===== src/rtl/core/csrspmv_pkg.sv =====
`timescale 1ns / 1ps
// ----------------------------------------------------------------------------
// csrspmv_pkg
// Shared types, constants and codes of the complex CSR row multiplier.
// ----------------------------------------------------------------------------
package csrspmv_pkg;

	localparam int VEC_DEPTH   = 4096;
	localparam int VEC_AW      = $clog2(VEC_DEPTH);
	localparam int QUEUE_DEPTH = 4;
	localparam int QUEUE_AW    = $clog2(QUEUE_DEPTH);
	localparam int QUEUE_CW    = $clog2(QUEUE_DEPTH + 1);

	localparam logic [1:0] KIND_LOAD  = 2'd0;
	localparam logic [1:0] KIND_NZ    = 2'd1;
	localparam logic [1:0] KIND_LAST  = 2'd2;
	localparam logic [1:0] KIND_EMPTY = 2'd3;

	localparam logic [1:0] REG_SCALE_RE     = 2'd0;
	localparam logic [1:0] REG_SCALE_IM     = 2'd1;
	localparam logic [1:0] REG_UNIT_WEIGHTS = 2'd2;

	localparam logic signed [31:0] ONE_Q824   = 32'sh0100_0000;
	localparam logic signed [31:0] SAT_MAX    = 32'sh7FFF_FFFF;
	localparam logic signed [31:0] SAT_MIN    = 32'sh8000_0000;

	typedef enum logic [1:0] {
		OP_LOAD     = 2'd0,
		OP_MAC      = 2'd1,
		OP_MAC_EMIT = 2'd2,
		OP_EMIT     = 2'd3
	} op_t;

	typedef struct packed {
		logic [1:0]         kind;
		logic [11:0]        index;
		logic signed [31:0] part_re;
		logic signed [31:0] part_im;
	} in_item_t;

	typedef struct packed {
		logic signed [31:0] y_re;
		logic signed [31:0] y_im;
		logic [15:0]        row_number;
		logic               saturated;
	} out_item_t;

	typedef struct packed {
		op_t                op;
		logic [VEC_AW-1:0]  addr;
		logic               in_range;
		logic signed [31:0] val_re;
		logic signed [31:0] val_im;
	} work_t;

	typedef struct packed {
		logic full;
		logic empty;
	} q_status_t;

	typedef struct packed {
		logic signed [31:0] scale_re;
		logic signed [31:0] scale_im;
	} scale_t;

endpackage


===== src/rtl/core/csrspmv_queue.sv =====
`timescale 1ns / 1ps
// ----------------------------------------------------------------------------
// csrspmv_queue
// Short FIFO of decoded work between the front end and the datapath.
// ----------------------------------------------------------------------------
module csrspmv_queue (
	input  logic                   clk,
	input  logic                   arst_n,
	input  logic                   push,
	input  csrspmv_pkg::work_t     push_item,
	input  logic                   pop,
	output csrspmv_pkg::work_t     head,
	output csrspmv_pkg::q_status_t q_stat
);
	import csrspmv_pkg::*;

	work_t               entries [QUEUE_DEPTH];
	logic [QUEUE_AW-1:0] wr_ptr_q;
	logic [QUEUE_AW-1:0] rd_ptr_q;
	logic [QUEUE_CW-1:0] count_q;

	function automatic logic [QUEUE_AW-1:0] ptr_next(input logic [QUEUE_AW-1:0] p);
		logic [QUEUE_AW-1:0] r;
		if (p == QUEUE_AW'(QUEUE_DEPTH - 1)) begin
			r = '0;
		end else begin
			r = p + QUEUE_AW'(1);
		end
		return r;
	endfunction

	assign q_stat.full  = (count_q == QUEUE_CW'(QUEUE_DEPTH));
	assign q_stat.empty = (count_q == '0);
	assign head         = entries[rd_ptr_q];

	always_ff @(posedge clk or negedge arst_n) begin
		if (!arst_n) begin
			wr_ptr_q <= '0;
			rd_ptr_q <= '0;
			count_q  <= '0;
		end else begin
			if (push) begin
				wr_ptr_q <= ptr_next(wr_ptr_q);
			end
			if (pop) begin
				rd_ptr_q <= ptr_next(rd_ptr_q);
			end
			if (push && !pop) begin
				count_q <= count_q + QUEUE_CW'(1);
			end else if (pop && !push) begin
				count_q <= count_q - QUEUE_CW'(1);
			end
		end
	end

	always_ff @(posedge clk) begin
		if (push) begin
			entries[wr_ptr_q] <= push_item;
		end
	end

endmodule


===== config.mk =====
export PLATFORM = sky130hd
export DESIGN_NAME = csrspmv_queue
export DESIGN_NICKNAME = d
export VERILOG_FILES = /design/src/rtl/core/csrspmv_pkg.sv /design/src/rtl/core/csrspmv_queue.sv
export SDC_FILE = /design/constraint.sdc
export NUM_CORES = 1
export LEC_CHECK = 0
export ABC_AREA = 1
export BUFFER_PORTS_ARGS = -buffer_cell sky130_fd_sc_hd__buf_2
export CORE_MARGIN = 2
export CORE_UTILIZATION = 58
export DETAILED_ROUTE_END_ITERATION = 16
export PLACE_DENSITY_LB_ADDON = 0.1
export SLEW_MARGIN = 5
export SYNTH_ARGS = -nofsm -noshare
export SYNTH_HDL_FRONTEND = slang
export SYNTH_SLANG_ARGS = --single-unit

===== constraint.sdc =====
create_clock -name clk -period 3.16 [get_ports clk]
set_clock_uncertainty 0.05 [all_clocks]
set_input_delay 0.158 -clock clk [delete_from_list [all_inputs] [get_ports clk]]
set_output_delay 0.158 -clock clk [all_outputs]
set_load 0.005 [all_outputs]

==> out/results.ini <==
[floorplan]
die_x_um = 154
chipHeight_um = 154
initial_utilization = 0.585
pin_count = 164
die_area_mm2 = 0.0238
core_mm2 = 0.0224
row_count = 55

[logic_synthesis]
muxShareOfSynthArea = 0
synth_cells = 974
synthSimpleGateAreaFrac = 0.0743
seq_area_frac_synth = 0.737
synth_nets = 1064
synth_compound_area_frac = 0.106
yosysUniqueCellTypes = 20
synth.avg_cell_area_um2 = 13.5
synthXorXnorAreaFrac = 0.000668
synth_top_family_by_area = compound AO/OA/AOI/OAI gates
ys_ff_latch = 323
synthAdderAreaFrac = 0.00725
synth_area_mm2 = 0.0131
yosysWarnings = 0

[layout]
drive_gt1_frac = 0.217
multi_input_area_mm2 = 0.00247
final.fill_count = 1535
final_core_util = 0.716
syn_to_final_growth_pct = 22.4
mostFrequentLayoutCells = edfxtp_1, nand2_1, inv_1
fin_nets = 1313
seq_area_mm2 = 0.00967
diodes = 0
final_common_cell = edfxtp_1

[worst_setup_path]
crit-reg2reg-launch = wr_ptr_q[0]
rr_worst_depth = 5
rrSetupSlack_ps = 1110
startpoint_type = register
worstPathArrival_ps = 2260
end_kind = output port
crit_required_ps = 2950
worstReg2RegEnd = entries[0][1]
critical_path_class = reg -> out
crit_fanout = 37

[routing]
detail-route-antenna-nets = 0
firstDrtPassIters = 5
drtIter0Drc = 373
vias = 7841
via_per_inst = 5.11
drc = 0
wl_mm = 25.1
avgRoutedWirePerCell_um = 16.4

[global_routing]
grt_usage = 0.217
antenna_found_initial = 0
grt_max_degree = 88
overflow = 0
grt_pass1_vias = 7926
grt_pass1_wl_mm = 40.2

[sta]
setup_viol = 0
hold_violations = 0
clock.fmax_ghz = 0.405
tightest_slew_ps = 614
rsz0062_at_grt = false
tns_ps = 0
finalCritPeriodShare = 0.782
period_minus_slack_ps = 2470
slew_headroom = 0.591
slew_violations = 0

[cts]
root_buffer = clkbuf_16
clkTransAtPathRegs_ps = 70
htree_levels = 2
clock_latency_ps = 500
post-cts-setup-buffer-count = 0
cts.sinks = 323
cts_buffers = 34
cts_tree = done
ctsLongestPathBuffers = 3

[power]
clkPwrFrac = 0.277
cell_internal_pwr_mw = 9.19
seqPwrFrac = 0.429
p_leak_nw = 6.60
combinationalPowerShare = 0.294
swShare = 0.317
p_switching_mw = 4.26
p_per_area_mw_per_mm2 = 837
irDropWorstVdd_v = 0.000558

[placed_design]
hpwl_mm = 14.1
place_congestion = 0.753
io_buffers = 163

[status]
status = completed

[worst_hold_path]
hp-start = push_item[45]
hold_path.class = in -> reg
holdPathStages = 2
holdPathEnd = entries[1][45]

[job]
cap_viol_max_count = 0

[final cells by class]
class                           instances  area share
Timing Repair Buffer                  265       0.115
Sequential cell                       323       0.602
Clock buffer                           49      0.0605
Multi-Input combinational cell        428       0.154
Clock inverter                         12     0.00507
Inverter                              171      0.0408
Tap cell                              285      0.0222
[metal layers]
layer,wire [µm],track usage,vias up
met4,570,0.0657,0
met1,10700,0.273,3723
met5,0,0,-
met3,1270,0.0454,46
met2,12600,0.383,181
li1,-,-,3891
[registers in the layout, summed over array words and instances, names as in the netlist]
register  count
count_q       3
entries     316
rd_ptr_q      2
wr_ptr_q      2
[through the flow]
stage | setup slack, ps | hold WS [ps] | cells | total power, mW | instance area (µm²)
2_1_floorplan | 486 | -188 | 974 | 8.36 | 13100
3_3_place_gp | 1150 | -31.9 | 1389 | 9.67 | 14200
3_5_place_dp | 1090 | -35.8 | 1389 | 9.74 | 14200
4_1_cts | 652 | 333 | 1533 | 13.6 | 16100
5_1_grt | 511 | 354 | 1533 | 14.2 | 16100
6_report | 689 | 348 | 1533 | 13.4 | 16100
[synthesized netlist by cell type]
cell type	instances	area share
nand3_1	1	0.00038
o21ai_1	3	0.0011
nor3_1	2	0.00076
inv_1	168	0.048
ha_1	6	0.0057
buf_2	16	0.0061
o211ai_1	121	0.069
dfrtp_1	7	0.013
nor2_1	1	0.00029
xnor2_1	1	0.00067
clkbuf_1	18	0.0052
nand4_1	1	0.00048
o21ai_0	1	0.00038
nand2_1	253	0.072
buf_4	3	0.0017
o211ai_2	37	0.035
edfxtp_1	316	0.72
inv_2	3	0.00086
buf_6	15	0.013
fa_1	1	0.0015
[critical path, stage by stage, from the launching register on]
cell	delay, ps
dfrtp_4	700
clkinv_2	110
buf_4	490
o211ai_2	170
nand2_1	120
buf_2	120
[repair_timing]
item | in CTS | in global routing
hold buffers | 83 | 0
resized for setup | 0 | 0
endpoints found under the hold margin | 327 | 0
[logic make-up after synthesis]
group,after synthesis
simple gates,258
flops,323
xor+xnor,1
compound gates,162
fa+ha+maj,7
buf+inv,223
[power groups by stage]
stage,Clock [mW],Sequential [mW],Combinational (mW)
final,3.73,5.77,3.95
after global routing,3.98,5.83,4.43
after CTS,3.79,5.77,4.00
after detailed placement,0,5.86,3.88
after global placement,0,5.83,3.84
after floorplan,0,5.76,2.60
[worst max-delay path by stage]
stage,depth (start not counted),to,start
2_1_floorplan,4,entries[0][0],wr_ptr_q[0]
3_3_place_gp,5,entries[0][6],wr_ptr_q[0]
3_5_place_dp,5,entries[0][6],wr_ptr_q[0]
4_1_cts,5,head[71],rd_ptr_q[1]
5_1_grt,6,head[69],rd_ptr_q[0]
6_report,5,head[71],rd_ptr_q[1]
(Power assumes the default switching activity.)
