<file path="src/rtl/core/csrspmv_pkg.sv">
`timescale 1ns / 1ps
// ----------------------------------------------------------------------------
// csrspmv_pkg
// Shared types, constants and codes of the complex CSR row multiplier.
// ----------------------------------------------------------------------------
package csrspmv_pkg;

	localparam int VEC_DEPTH   = 4096;
	localparam int VEC_AW      = $clog2(VEC_DEPTH);
	localparam int QUEUE_DEPTH = 4;
	localparam int QUEUE_AW    = $clog2(QUEUE_DEPTH);
	localparam int QUEUE_CW    = $clog2(QUEUE_DEPTH + 1);

	localparam logic [1:0] KIND_LOAD  = 2'd0;
	localparam logic [1:0] KIND_NZ    = 2'd1;
	localparam logic [1:0] KIND_LAST  = 2'd2;
	localparam logic [1:0] KIND_EMPTY = 2'd3;

	localparam logic [1:0] REG_SCALE_RE     = 2'd0;
	localparam logic [1:0] REG_SCALE_IM     = 2'd1;
	localparam logic [1:0] REG_UNIT_WEIGHTS = 2'd2;

	localparam logic signed [31:0] ONE_Q824   = 32'sh0100_0000;
	localparam logic signed [31:0] SAT_MAX    = 32'sh7FFF_FFFF;
	localparam logic signed [31:0] SAT_MIN    = 32'sh8000_0000;

	typedef enum logic [1:0] {
		OP_LOAD     = 2'd0,
		OP_MAC      = 2'd1,
		OP_MAC_EMIT = 2'd2,
		OP_EMIT     = 2'd3
	} op_t;

	typedef struct packed {
		logic [1:0]         kind;
		logic [11:0]        index;
		logic signed [31:0] part_re;
		logic signed [31:0] part_im;
	} in_item_t;

	typedef struct packed {
		logic signed [31:0] y_re;
		logic signed [31:0] y_im;
		logic [15:0]        row_number;
		logic               saturated;
	} out_item_t;

	typedef struct packed {
		op_t                op;
		logic [VEC_AW-1:0]  addr;
		logic               in_range;
		logic signed [31:0] val_re;
		logic signed [31:0] val_im;
	} work_t;

	typedef struct packed {
		logic full;
		logic empty;
	} q_status_t;

	typedef struct packed {
		logic signed [31:0] scale_re;
		logic signed [31:0] scale_im;
	} scale_t;

endpackage

</file>
<file path="src/rtl/core/csrspmv_front.sv">
`timescale 1ns / 1ps
// ----------------------------------------------------------------------------
// csrspmv_front
// Accepts input beats, decodes the kind into an operation and applies unit
// weighting, then hands the work to the queue.
// ----------------------------------------------------------------------------
module csrspmv_front (
	input  logic                  clk,
	input  logic                  arst_n,
	input  logic                  in_valid,
	output logic                  in_ready,
	input  csrspmv_pkg::in_item_t in_data,
	input  logic                  unit_weights,
	input  csrspmv_pkg::q_status_t q_stat,
	output logic                  push,
	output csrspmv_pkg::work_t    push_item
);
	import csrspmv_pkg::*;

	logic  valid_s1;
	work_t item_s1;
	work_t item_d;

	always_comb begin
		item_d.addr     = VEC_AW'(in_data.index);
		item_d.in_range = (32'(in_data.index) < 32'(VEC_DEPTH));
		item_d.val_re   = in_data.part_re;
		item_d.val_im   = in_data.part_im;
		unique case (in_data.kind)
			KIND_LOAD: begin
				item_d.op = OP_LOAD;
			end
			KIND_NZ: begin
				item_d.op = OP_MAC;
			end
			KIND_LAST: begin
				item_d.op = OP_MAC_EMIT;
			end
			KIND_EMPTY: begin
				item_d.op = OP_EMIT;
			end
		endcase
		if (unit_weights && (in_data.kind == KIND_NZ || in_data.kind == KIND_LAST)) begin
			item_d.val_re = ONE_Q824;
			item_d.val_im = '0;
		end
	end

	assign push      = valid_s1 && !q_stat.full;
	assign push_item = item_s1;
	assign in_ready  = !valid_s1 || !q_stat.full;

	always_ff @(posedge clk or negedge arst_n) begin
		if (!arst_n) begin
			valid_s1 <= 1'b0;
		end else if (in_ready) begin
			valid_s1 <= in_valid;
		end
	end

	always_ff @(posedge clk) begin
		if (in_ready && in_valid) begin
			item_s1 <= item_d;
		end
	end

endmodule

</file>
<file path="config.mk">
export PLATFORM = sky130hd
export DESIGN_NAME = csrspmv_front
export DESIGN_NICKNAME = d
export VERILOG_FILES = /design/src/rtl/core/csrspmv_pkg.sv /design/src/rtl/core/csrspmv_front.sv
export SDC_FILE = /design/constraint.sdc
export NUM_CORES = 1
export LEC_CHECK = 0
export ABC_AREA = 1
export BUFFER_PORTS_ARGS = -buffer_cell sky130_fd_sc_hd__clkbuf_2
export CORE_UTILIZATION = 46
export CTS_CLUSTER_SIZE = 40
export DETAILED_ROUTE_END_ITERATION = 16
export PLACE_DENSITY = 0.8
export SETUP_SLACK_MARGIN = 0.3
export SYNTH_ARGS = -nofsm -noshare
export SYNTH_HDL_FRONTEND = slang
export SYNTH_SLANG_ARGS = --single-unit
</file>
<file path="constraint.sdc">
create_clock -name clk -period 6.15 [get_ports clk]
set_input_delay 0.615 -clock clk [delete_from_list [all_inputs] [get_ports clk]]
set_output_delay 0.615 -clock clk [all_outputs]
set_load 0.03 [all_outputs]
</file>
==> summary.txt, run 1 <==
Run status
  • Status: completed

Pwr
  • Sequential share of power: 51.0%
  • P_int: approximately 0.9 mW
  • Psw: around 0.34 mW
  • Power Density: about 290 nW/um2
  • Worst vdd ir: 0.203 mV
  • Logic pwr share: 16.8%
  • Sw Share: 26.9%
  • Leak: 2.09 nW
  • Clk pwr share: ~32%

Critical path
  • Critical path's top delay family: compound AO/OA/AOI/OAI gates
  • Max Fanout on Critical Path: 42
  • CP startpoint kind: register
  • Worst Setup End Kind: register
  • Worst reg-to-reg path cell count: 2
  • Slowest CP cell: a21oi_4
  • Critical Path, Cell by Cell: a21oi_4 > buf_4
  • Buffer and inverter count on the worst path: 1
  • Worst Path Required: 6130 ps
  • CP peak stage delay: just over 900 ps
  • Critical R2R Launch: valid_s1
  • WP data arrival: roughly 2300 ps
  • RR Endpoint: push_item[18]
  • Crit path kind: register to register
  • FF-to-FF setup slack: between 3000 and 4000 ps

GRT
  • Pin count of the biggest net entering global routing: 65
  • Number of global-route vias before repair: ~2200
  • Grt total ovfl: 0
  • Initial antenna violation count: 0
  • Aggregate global-route resource usage: ~17%
  • First-pass GRT wire length: roughly 9600 um

Synthesis
  • Distinct cell type count after synthesis: 13
  • Area leader, netlist: edfxtp_1
  • Sequential share of the synthesized area: between 60% and 70%
  • Syn nets: 327
  • Seq cells post-synth: roughly 80
  • Post-synth top area share: between 60% and 70%
  • Synth Cell Area: 3420 um2
  • Cell count after synthesis: 239
  • Total number of yosys warnings: 0
  • Syn_area_per_cell: approximately 14 um2
  • Top cells by area, synth: edfxtp_1 (68%), a21oi_2 (15%), inv_1 (7.5%), buf_6 (4.3%), ha_1 (1.5%)

STA
  • Setup WS post-layout: 3800 ps
  • Final Cycle Share: a little under two fifths
  • Tmin final: approximately 2400 ps
  • Unrepaired setup endpoints after global routing: no
  • Final Hold Vio Count: 0
  • Clk_skew: approximately 4.9 ps
  • Setup violations, final: 0
  • Worst-margin pin slew: about 1200 ps
  • Fmax: around 430 MHz
  • Setup_tns: 0 ps
  • Max-slew headroom: a little under a quarter
  • Slew Limit Fails: 0

Clock tree
  • Clock Latency Late Sink: roughly 340 ps
  • TritonCTS Buffers: 9
  • Post-CTS Setup Bufs: 0
  • TritonCTS clock tree: built
  • H-tree levels: 3
  • Hold_buf cts: 0
  • Clk Tree Root Cell: clkbuf_8
  • Clk buf depth: 2
  • Clock slew at reported path FFs: roughly 80 ps
  • CTS Sinks: 79
  • CTS resizes: 0

Final layout
  • Nets@finish: 486
  • P&R area growth vs syn: 29.4%
  • Ratio of cells with drive above 1 in the final layout: between 50% and 60%
  • Commonest non-fill, non-tap cell in the layout: clkbuf_2
  • Most frequent cells in the layout: clkbuf_2 (161), edfxtp_1 (78), inv_1 (68), a21oi_2 (59), clkbuf_8 (9)
  • Design Area, Final: approximately 4400 um2
  • Antenna cells: 0

Route
  • Routed via count: around 2200
  • Routed WL per cell: around 13 um
  • Via density: between 4 and 5
  • DRT Pass-1 Iters: 4
  • Drc violations: 0
  • DRT antenna net count: 0
  • Iter 0 DRT Violations: 84
  • Routed Wire Length: around 6400 um

Floorplanning
  • Die area: 7790 um2
  • Core region area: about 7000 um2
  • Chip height: a little under 90 um
  • Row count: 31
  • Top Ports: roughly 170
  • Starting Density: a little under half
  • Die width: between 80 and 90 um

Place
  • Count of input and output buffers: approximately 160
  • Placed inst area: ~4200 um2
  • HPWL after DPL: approximately 4400 um
  • Final Wtd Congestion: a little under 0.7
  • Pre-CTS WS: 3430 ps

Hold path
  • Worst min-delay path category: input port to asynchronous set/reset pin

Run
  • Max Cap Violations: 0
## final cells by class
class	instances	area, um2
clock inverters	7	87.6
repair buffers	163	821
multi-input cells	77	652
well taps	99	124
flip-flops and latches	79	2370
clock buffers	9	124
inverters	68	255
fillers	622	2780
## cells by family after synthesis
group                    count (synthesis)  synth area share, %
buffers and inverters                   83                 12.5
flip-flops                              79                 69.1
AO/OA/AOI/OAI                           64                 15.8
AND/OR/NAND/NOR                          8                0.950
adder cells (fa/ha/maj)                  4                 1.46
other                                    1                0.110
## per-stage QoR
stage	hold slack (ps)	power, mW	std cells	utilization [%]
floorplan	319	0.817	239	-
global placement	390	0.867	486	58.5
detailed placement	392	0.873	486	58.5
CTS	15.3	1.28	502	61.4
global route	12.3	1.31	502	61.4
finish	31.8	1.27	502	61.4
## power groups by stage
stage                     clock network, mW  registers (mW)  logic [mW]
final                                 0.408           0.645       0.213
after global routing                  0.436           0.648       0.230
after CTS                             0.420           0.645       0.216
after detailed placement                  0           0.657       0.215
after global placement                    0           0.656       0.211
after floorplan                           0           0.729      0.0882
## worst max-delay path by stage
stage          slack [ps]  cells after the start       endpoint       from
6_report             3800                      2  push_item[18]   valid_s1
5_1_grt              3620                      2  push_item[28]   valid_s1
4_1_cts              3750                      2  push_item[40]   valid_s1
3_5_place_dp         3430                      3  push_item[76]  q_stat[1]
3_3_place_gp         3500                      3   push_item[6]  q_stat[1]
2_1_floorplan        1180                      2   push_item[0]   in_valid
## state kept, by name, indices dropped and copies added (netlist names)
name       flops
valid_s1       1
push_item     78
## synthesized netlist by cell type (all sizes together)
library cell and n:
a21oi 64, buf 15, conb 1, dfrtp 1, edfxtp 78, ha 4
inv 68, nand2 4, nor2 3, or2 1
## metal layers
| layer | vias to the layer above | global-route usage [%] | wire length, um |
|---|---|---|---|
| met5 | - | 0 | 0 |
| met4 | 0 | 7.77 | 122 |
| met3 | 13 | 5.41 | 488 |
| met2 | 98 | 29.3 | 3280 |
| met1 | 1038 | 17.8 | 2540 |
| li1 | 1100 | - | - |
No activity file was read; power rests on OpenSTA's default activity.
==> inputs of run 2 (changes only) <==
clock period = 2.18 ns   (was 6.15 ns; I/O delays follow)
==> run 2 against run 1 <==
Design area rose by 1.5%. Total power rose to 2.8 times the previous value. Clock power rose to 2.5 times the previous value. Utilization rose by 0.94 points. Die area did not move. Largest cell class unchanged. Largest power group unchanged.
==> summary.txt, run 2 (synthesis gave the netlist of run 1 again) <==
Floorplanning
  • Row count: 31 (unchanged)
  • Die area: 7790 um2 (unchanged)
  • Chip height: 88.3 um (unchanged)
  • Starting Density: 47.5% (unchanged)
  • Top Ports: 165 (unchanged)
  • Die width: 88.3 um (unchanged)
  • Core region area: 7210 um2 (unchanged)

GRT
  • Pin count of the biggest net entering global routing: 79 (+22%)
  • Initial antenna violation count: 0 (unchanged)
  • First-pass GRT wire length: 9310 um (-3.2%)
  • Grt total ovfl: 0 (unchanged)
  • Number of global-route vias before repair: 2054 (-5.1%)
  • Aggregate global-route resource usage: 16.3% (-0.24 points)

Critical path
  • Worst reg-to-reg path cell count: 2 (unchanged)
  • Worst Path Required: 2170 ps (-3960 ps)
  • Max Fanout on Critical Path: 78 (+86%)
  • WP data arrival: 1380 ps (-950 ps)
  • Slowest CP cell: dfrtp_1
  • Worst Setup End Kind: register
  • CP peak stage delay: 430 ps (-480 ps)
  • CP startpoint kind: register
  • Buffer and inverter count on the worst path: 1 (unchanged)
  • Crit path kind: register to register
  • Critical path's top delay family: flip-flops
  • Critical Path Stages: 2 (unchanged)
  • Critical Path, Cell by Cell: a21oi_4 > buf_12

Pwr
  • Leak: 2.12 nW (+1.3%)
  • Worst vdd ir: 0.410 mV (+100%)
  • Logic pwr share: 18.0% (+1.2 points)
  • Clk pwr share: 29.9% (-2.3 points)
  • Power Density: 776 nW/um2 (+170%)
  • Psw: 0.968 mW (+180%)
  • Sw Share: 27.7% (+0.88 points)
  • P_int: 2.52 mW (+170%)
  • Sequential share of power: 52.1% (+1.1 points)
  • Total chip power: 3.49 mW (+180%)

Clock tree
  • TritonCTS clock tree: built
  • TritonCTS Buffers: 9 (unchanged)
  • CTS resizes: 0 (unchanged)
  • Clock slew at reported path FFs: 80 ps (about the same)
  • Post-CTS Setup Bufs: 0 (unchanged)
  • Clock Latency Late Sink: 340 ps (about the same)
  • Clk Tree Root Cell: clkbuf_8
  • H-tree levels: 3 (unchanged)
  • CTS Sinks: 79 (unchanged)
  • Clk buf depth: 2 (unchanged)

Final layout
  • Ratio of cells with drive above 1 in the final layout: 59.8% (+0.25 points)
  • Commonest non-fill, non-tap cell in the layout: clkbuf_2
  • Nets@finish: 491 (+1.0%)
  • Max FFs per register: 78 (unchanged)
  • Sequential Area: 2370 um2 (unchanged)
  • Most frequent cells in the layout: clkbuf_2 (161), edfxtp_1 (78), inv_1 (68), a21oi_2 (59), clkbuf_8 (9)
  • Fill count: 593 (-4.7%)
  • Multi-input gate area: 652 um2 (unchanged)
  • Design Area, Final: 4500 um2 (+1.5%)
  • P&R area growth vs syn: 31.3%
  • Antenna cells: 0 (unchanged)

STA
  • Slew Limit Fails: 0 (unchanged)
  • Final Hold Vio Count: 0 (unchanged)
  • Setup WS post-layout: 783 ps (-3010 ps)
  • Final Cycle Share: 64.1% (+26 points)
  • Unrepaired setup endpoints after global routing: no
  • Clk_skew: 8.14 ps (+3.21 ps)
  • Setup violations, final: 0 (unchanged)
  • Fin Hold WS: 45.6 ps (+13.8 ps)
  • Setup_tns: 0 ps (unchanged)
  • Tmin final: 1400 ps (-955 ps)
  • Fmax: 716 MHz (+68%)

Route
  • Drc violations: 0 (unchanged)
  • Routed Wire Length: 6440 um (+0.17%)
  • Routed WL per cell: 12.7 um (-0.82%)
  • Iter 0 DRT Violations: 76 (-9.5%)
  • Via density: 4.38 (-2.2%)
  • DRT Pass-1 Iters: 4 (unchanged)
  • DRT antenna net count: 0 (unchanged)
  • Routed via count: 2222 (-1.2%)

Place
  • HPWL after DPL: 4510 um (+2.9%)
  • Count of input and output buffers: 162 (unchanged)
  • Final Wtd Congestion: 0.670 (-1.8%)
  • Placed inst area: 4300 um2 (+1.9%)
  • Pre-CTS WS: 640 ps (-2790 ps)

Hold path
  • Hold path depth: 1
  • Worst min-delay path category: input port to register

Run
  • Max Cap Violations: 0 (unchanged)

Run status
  • Status: completed
[run 2: cell count changes in the layout (fill, tap and decap cells not counted)]
cell,change
clkbuf_1,+1
bufinv_16,-1
clkinvlp_4,+1
clkinv_1,-1
buf_12,+4
dlygate4sd3_1,+1
[run 2: what timing repair did]
action / 4_1_cts / 5_1_grt
endpoints found under the hold margin: 1 / 0
endpoints found under the setup margin: 0 / 0
hold buffers: 1 / 0
[run 2: metal layers]
| layer | vias up | GRT usage (%) | share of wire, % |
|---|---|---|---|
| met4 | 0 | 7.48 | 1.5 |
| met5 | - | 0 | 0 |
| met2 | 96 | 27.9 | 51 |
| met3 | 12 | 4.76 | 7.4 |
| met1 | 1007 | 18.8 | 40 |
| li1 | 1107 | - | - |
[run 2: area by class of cell]
class | count | area share (%)
Sequential cell | 79 | 52.6
Inverter | 68 | 5.67
Timing Repair Buffer | 168 | 20.3
Clock buffer | 10 | 2.84
Tap cell | 99 | 2.75
Clock inverter | 6 | 1.36
Multi-Input combinational cell | 77 | 14.5
[run 2: path summary, 6_finish.rpt]
| check | from | to | slack (ps) |
|---|---|---|---|
| min reg2reg | valid_s1 | valid_s1 | 600 |
| max in group asynchronous | arst_n | valid_s1 | 1910 |
| min in group asynchronous | arst_n | valid_s1 | 190 |
| min | in_data[65] | push_item[66] | 50 |
| max | valid_s1 | push_item[25] | 780 |
| max reg2reg | valid_s1 | push_item[25] | 780 |
[run 2: through the flow]
stage	utilization (%)	std cells
final	62.3	507
after global routing	62.3	507
after CTS	62.3	507
after detailed placement	59.6	490
after global placement	59.6	490
after floorplan	-	239
[run 2: worst reg2reg max path: cells and delay by family (launching register included)]
| kind | cells | cell delay (ps) |
|---|---|---|
| DFF | 1 | 430 |
| buffers and inverters | 1 | 320 |
| AOI/OAI and AO/OA | 1 | 190 |
[run 2: power by group through the flow]
stage	sequential, mW	clock, mW	combinational (mW)
after CTS	1.82	1.07	0.636
after floorplan	2.05	0	0.251
after detailed placement	1.85	0	0.633
after global routing	1.83	1.13	0.677
final	1.82	1.04	0.627
after global placement	1.85	0	0.620
==> inputs of run 3 (changes only) <==
ABC_AREA = 0   (was 1)
CORE_UTILIZATION = 41   (was 46)
PLACE_DENSITY = 0.75   (was 0.8)
clock period = 1.24 ns   (was 2.18 ns; I/O delays follow)
==> run 3 against run 2 <==
The flow now finishes with violations (setup timing). Design area up 29%. Combinational power rose to 2.7 times the previous value. Largest power group unchanged. Worst setup slack worse by 850 ps. Non-clock buffer count up 38. Sequential power up 80%.
==> summary.txt, run 3 <==
Run status
  • Status: complete, but fails checks
  • Failing checks: setup timing

Route
  • Iter 0 DRT Violations: 56 (-26%)
  • Drc violations: 0 (unchanged)
  • Routed WL per cell: 18.6 um (+47%)
  • Routed Wire Length: 8940 um (+39%)
  • DRT Pass-1 Iters: 4 (unchanged)
  • Via density: 4.87 (+11%)
  • Routed via count: 2338 (+5.2%)
  • DRT antenna net count: 0 (unchanged)

Hold path
  • Hold path depth: 2 (+1)
  • Hold path start: in_data[56]
  • Hold EP: push_item[56]
  • Worst min-delay path category: input port to register

Synthesis
  • Post-synth EDFFs: 78 (unchanged)
  • Asr flop ratio synth: 1.27% (unchanged)
  • Area leader, netlist: edfxtp_1
  • Syn nets: 259 (-21%)
  • Synth Flop Type: edfxtp_1
  • Compound-cell area share of the yosys netlist: 21.7% (+5.9 points)
  • Synth Area in XOR/XNOR: 0% (unchanged)
  • Distinct cell type count after synthesis: 16 (+3)
  • Top cells by area, synth: edfxtp_1 (69%), a21boi_2 (20%), buf_12 (3.6%), buf_4 (1.6%), ha_1 (1.5%)
  • Total number of yosys warnings: 0 (unchanged)
  • Synth Cell Area: 3370 um2 (-1.5%)
  • Most frequent cell after synthesis: edfxtp_1
  • Synth cell count leaders: edfxtp_1 (78), a21boi_2 (60), buf_4 (7)
  • Synth Area in Adders: 1.48% (+0.023 points)
  • Syn_area_per_cell: 19.7 um2 (+38%)
  • Sequential share of the synthesized area: 70.2% (+1.1 points)
  • Seq cells post-synth: 79 (unchanged)
  • Main combinational cell family by area after synthesis: compound AO/OA/AOI/OAI gates
  • Cell count after synthesis: 171 (-28%)
  • Post-synth top area share: 69.5% (+1.1 points)
  • Multiplexer area fraction after synthesis: 0% (unchanged)
  • Synth Area in Simple Gates: 0.482% (-0.47 points)

Place
  • Final Wtd Congestion: 0.649 (-3.2%)
  • Placed inst area: 4340 um2 (+0.99%)
  • Pre-CTS WS: 10.7 ps (-629 ps)
  • HPWL after DPL: 4850 um (+7.4%)
  • Post-Place Cells: 434 (-11%)
  • Count of input and output buffers: 162 (unchanged)

Floorplanning
  • Row count: 32 (+3.2%)
  • Top Ports: 165 (unchanged)
  • Chip height: 92.7 um (+5.0%)
  • Core region area: 7850 um2 (+8.8%)
  • Die area: 8590 um2 (+10%)
  • Starting Density: 43.0% (-4.5 points)
  • Die width: 92.7 um (+5.0%)

STA
  • Final Hold Vio Count: 0 (unchanged)
  • Slew Limit Fails: 0 (unchanged)
  • Setup violations, final: 75 (+75)
  • Tmin final: approximately 1300 ps
  • Clk_skew: 8.81 ps (+0.661 ps)
  • Setup_tns: -1940 ps (-1940 ps)
  • Unrepaired setup endpoints after global routing: yes
  • Setup WS post-layout: -61.6 ps (-845 ps)
  • Fmax: 768 MHz
  • Fin Hold WS: 35.6 ps (-10.0 ps)
  • Final Cycle Share: 105%

Pwr
  • Total chip power: 6.57 mW (+88%)
  • P_int: 4.75 mW (+89%)
  • Logic pwr share: 25.4% (+7.4 points)
  • Psw: 1.82 mW (+88%)
  • Sequential share of power: 49.8% (-2.3 points)
  • Sw Share: 27.7% (-0.062 points)
  • Power Density: 1140 nW/um2 (+47%)
  • Leak: 2.39 nW (+13%)
  • Worst vdd ir: 0.596 mV (+45%)
  • Clk pwr share: 24.8% (-5.1 points)

Clock tree
  • TritonCTS Buffers: 9 (unchanged)
  • H-tree levels: 3 (unchanged)
  • Clock Latency Late Sink: 340 ps (about the same)
  • CTS Sinks: 79 (unchanged)
  • Clk Tree Root Cell: clkbuf_8
  • TritonCTS clock tree: built
  • Clock slew at reported path FFs: 80 ps (about the same)
  • Clk buf depth: 2 (unchanged)

Critical path
  • CP startpoint kind: register
  • Critical R2R Launch: valid_s1
  • Worst Path Required: 1120 ps (-1050 ps)
  • Max Fanout on Critical Path: 3 (-96%)
  • Worst Setup End Kind: primary output
  • RR Endpoint: push_item[28]
  • Critical path's top delay family: flip-flops
  • Buffer and inverter count on the worst path: 2 (+1)
  • WP data arrival: 1180 ps (-200 ps)
  • Slowest CP cell: dfrtp_2
  • Critical Path, Cell by Cell: buf_6 > nor2b_4 > buf_8
  • Worst reg-to-reg path cell count: 3 (+1)
  • Crit path kind: register to primary output
  • CP peak stage delay: 450 ps (+20 ps)
  • FF-to-FF setup slack: -50 ps (-830 ps)

Final layout
  • Sequential Area: 2370 um2 (about the same)
  • Commonest non-fill, non-tap cell in the layout: buf_8
  • Antenna cells: 0 (unchanged)
  • Most frequent cells in the layout: buf_8 (84), clkbuf_2 (81), edfxtp_1 (78), a21boi_2 (60), dlygate4sd3_1 (14)
  • Ratio of cells with drive above 1 in the final layout: 72.8% (+13 points)
  • Non-Filler Instances: 480 (-5.3%)
  • Nets@finish: 461 (-6.1%)
  • Final Core Density: 73.7% (+11 points)
  • Design Area, Final: 5780 um2 (+29%)
  • P&R area growth vs syn: 71.5%
  • Fill count: 464 (-22%)
  • Max FFs per register: 78 (unchanged)
  • Multi-input gate area: 833 um2 (+28%)

Run
  • Max Cap Violations: 0 (unchanged)

GRT
  • Pin count of the biggest net entering global routing: 40 (-49%)
  • First-pass GRT wire length: 11500 um (+23%)
  • Initial antenna violation count: 0 (unchanged)
  • Aggregate global-route resource usage: 18.2% (+2.0 points)
  • Number of global-route vias before repair: 2307 (+12%)
  • Grt total ovfl: 0 (unchanged)
run 3: cell type report:
class                      count  share of cell area (%)
inverter                       2                   0.433
timing repair buffer         206                    39.2
clock buffer                  11                    2.27
sequential                    79                    41.0
clock inverter                 5                   0.476
tap                          102                    2.21
multi-input combinational     75                    14.4
run 3: repair_timing:
item,4_1_cts,5_1_grt
hold endpoints to repair,14,0
endpoints found under the setup margin,158,158
resized for setup,162,92
cloned,0,14
buffers inserted,0,2
hold buffers,14,0
pin swaps,0,1
run 3: how the worst max path moves through the flow:
stage               slack, ps       endpoint        start  depth (start not counted)
finish                    -60           push     valid_s1                          3
global route              -90           push     valid_s1                          3
CTS                       -70           push     valid_s1                          3
detailed placement         10  push_item[19]  in_data[76]                          5
global placement           20  push_item[63]  in_data[76]                          5
floorplan                -930   push_item[0]     valid_s1                          1
run 3: power by group through the flow:
stage / clock (mW) / combinational [mW] / sequential, mW
after floorplan: 0 / 0.473 / 3.60
after global placement: 0 / 1.12 / 3.25
after detailed placement: 0 / 1.14 / 3.26
after CTS: 1.63 / 1.42 / 3.23
after global routing: 1.75 / 1.74 / 3.29
final: 1.63 / 1.67 / 3.28
run 3: layer usage:
metal	vias to the layer above	global-route usage, %	wire length, um
met5	-	0	0
li1	1055	-	-
met1	1134	21.2	3490
met4	0	7.18	124
met3	16	4.93	554
met2	133	31.9	4770
run 3: worst register-to-register path: stages, from the launching register on:
cell	delay (ps)
dfrtp_2	450
a21boi_4	210
buf_12	180
clkbuf_16	170
run 3: kinds of logic after synthesis:
logic type	after synthesis
compound gates	67
buf+inv	17
simple gates	3
other cells	1
flops	79
fa+ha+maj	4
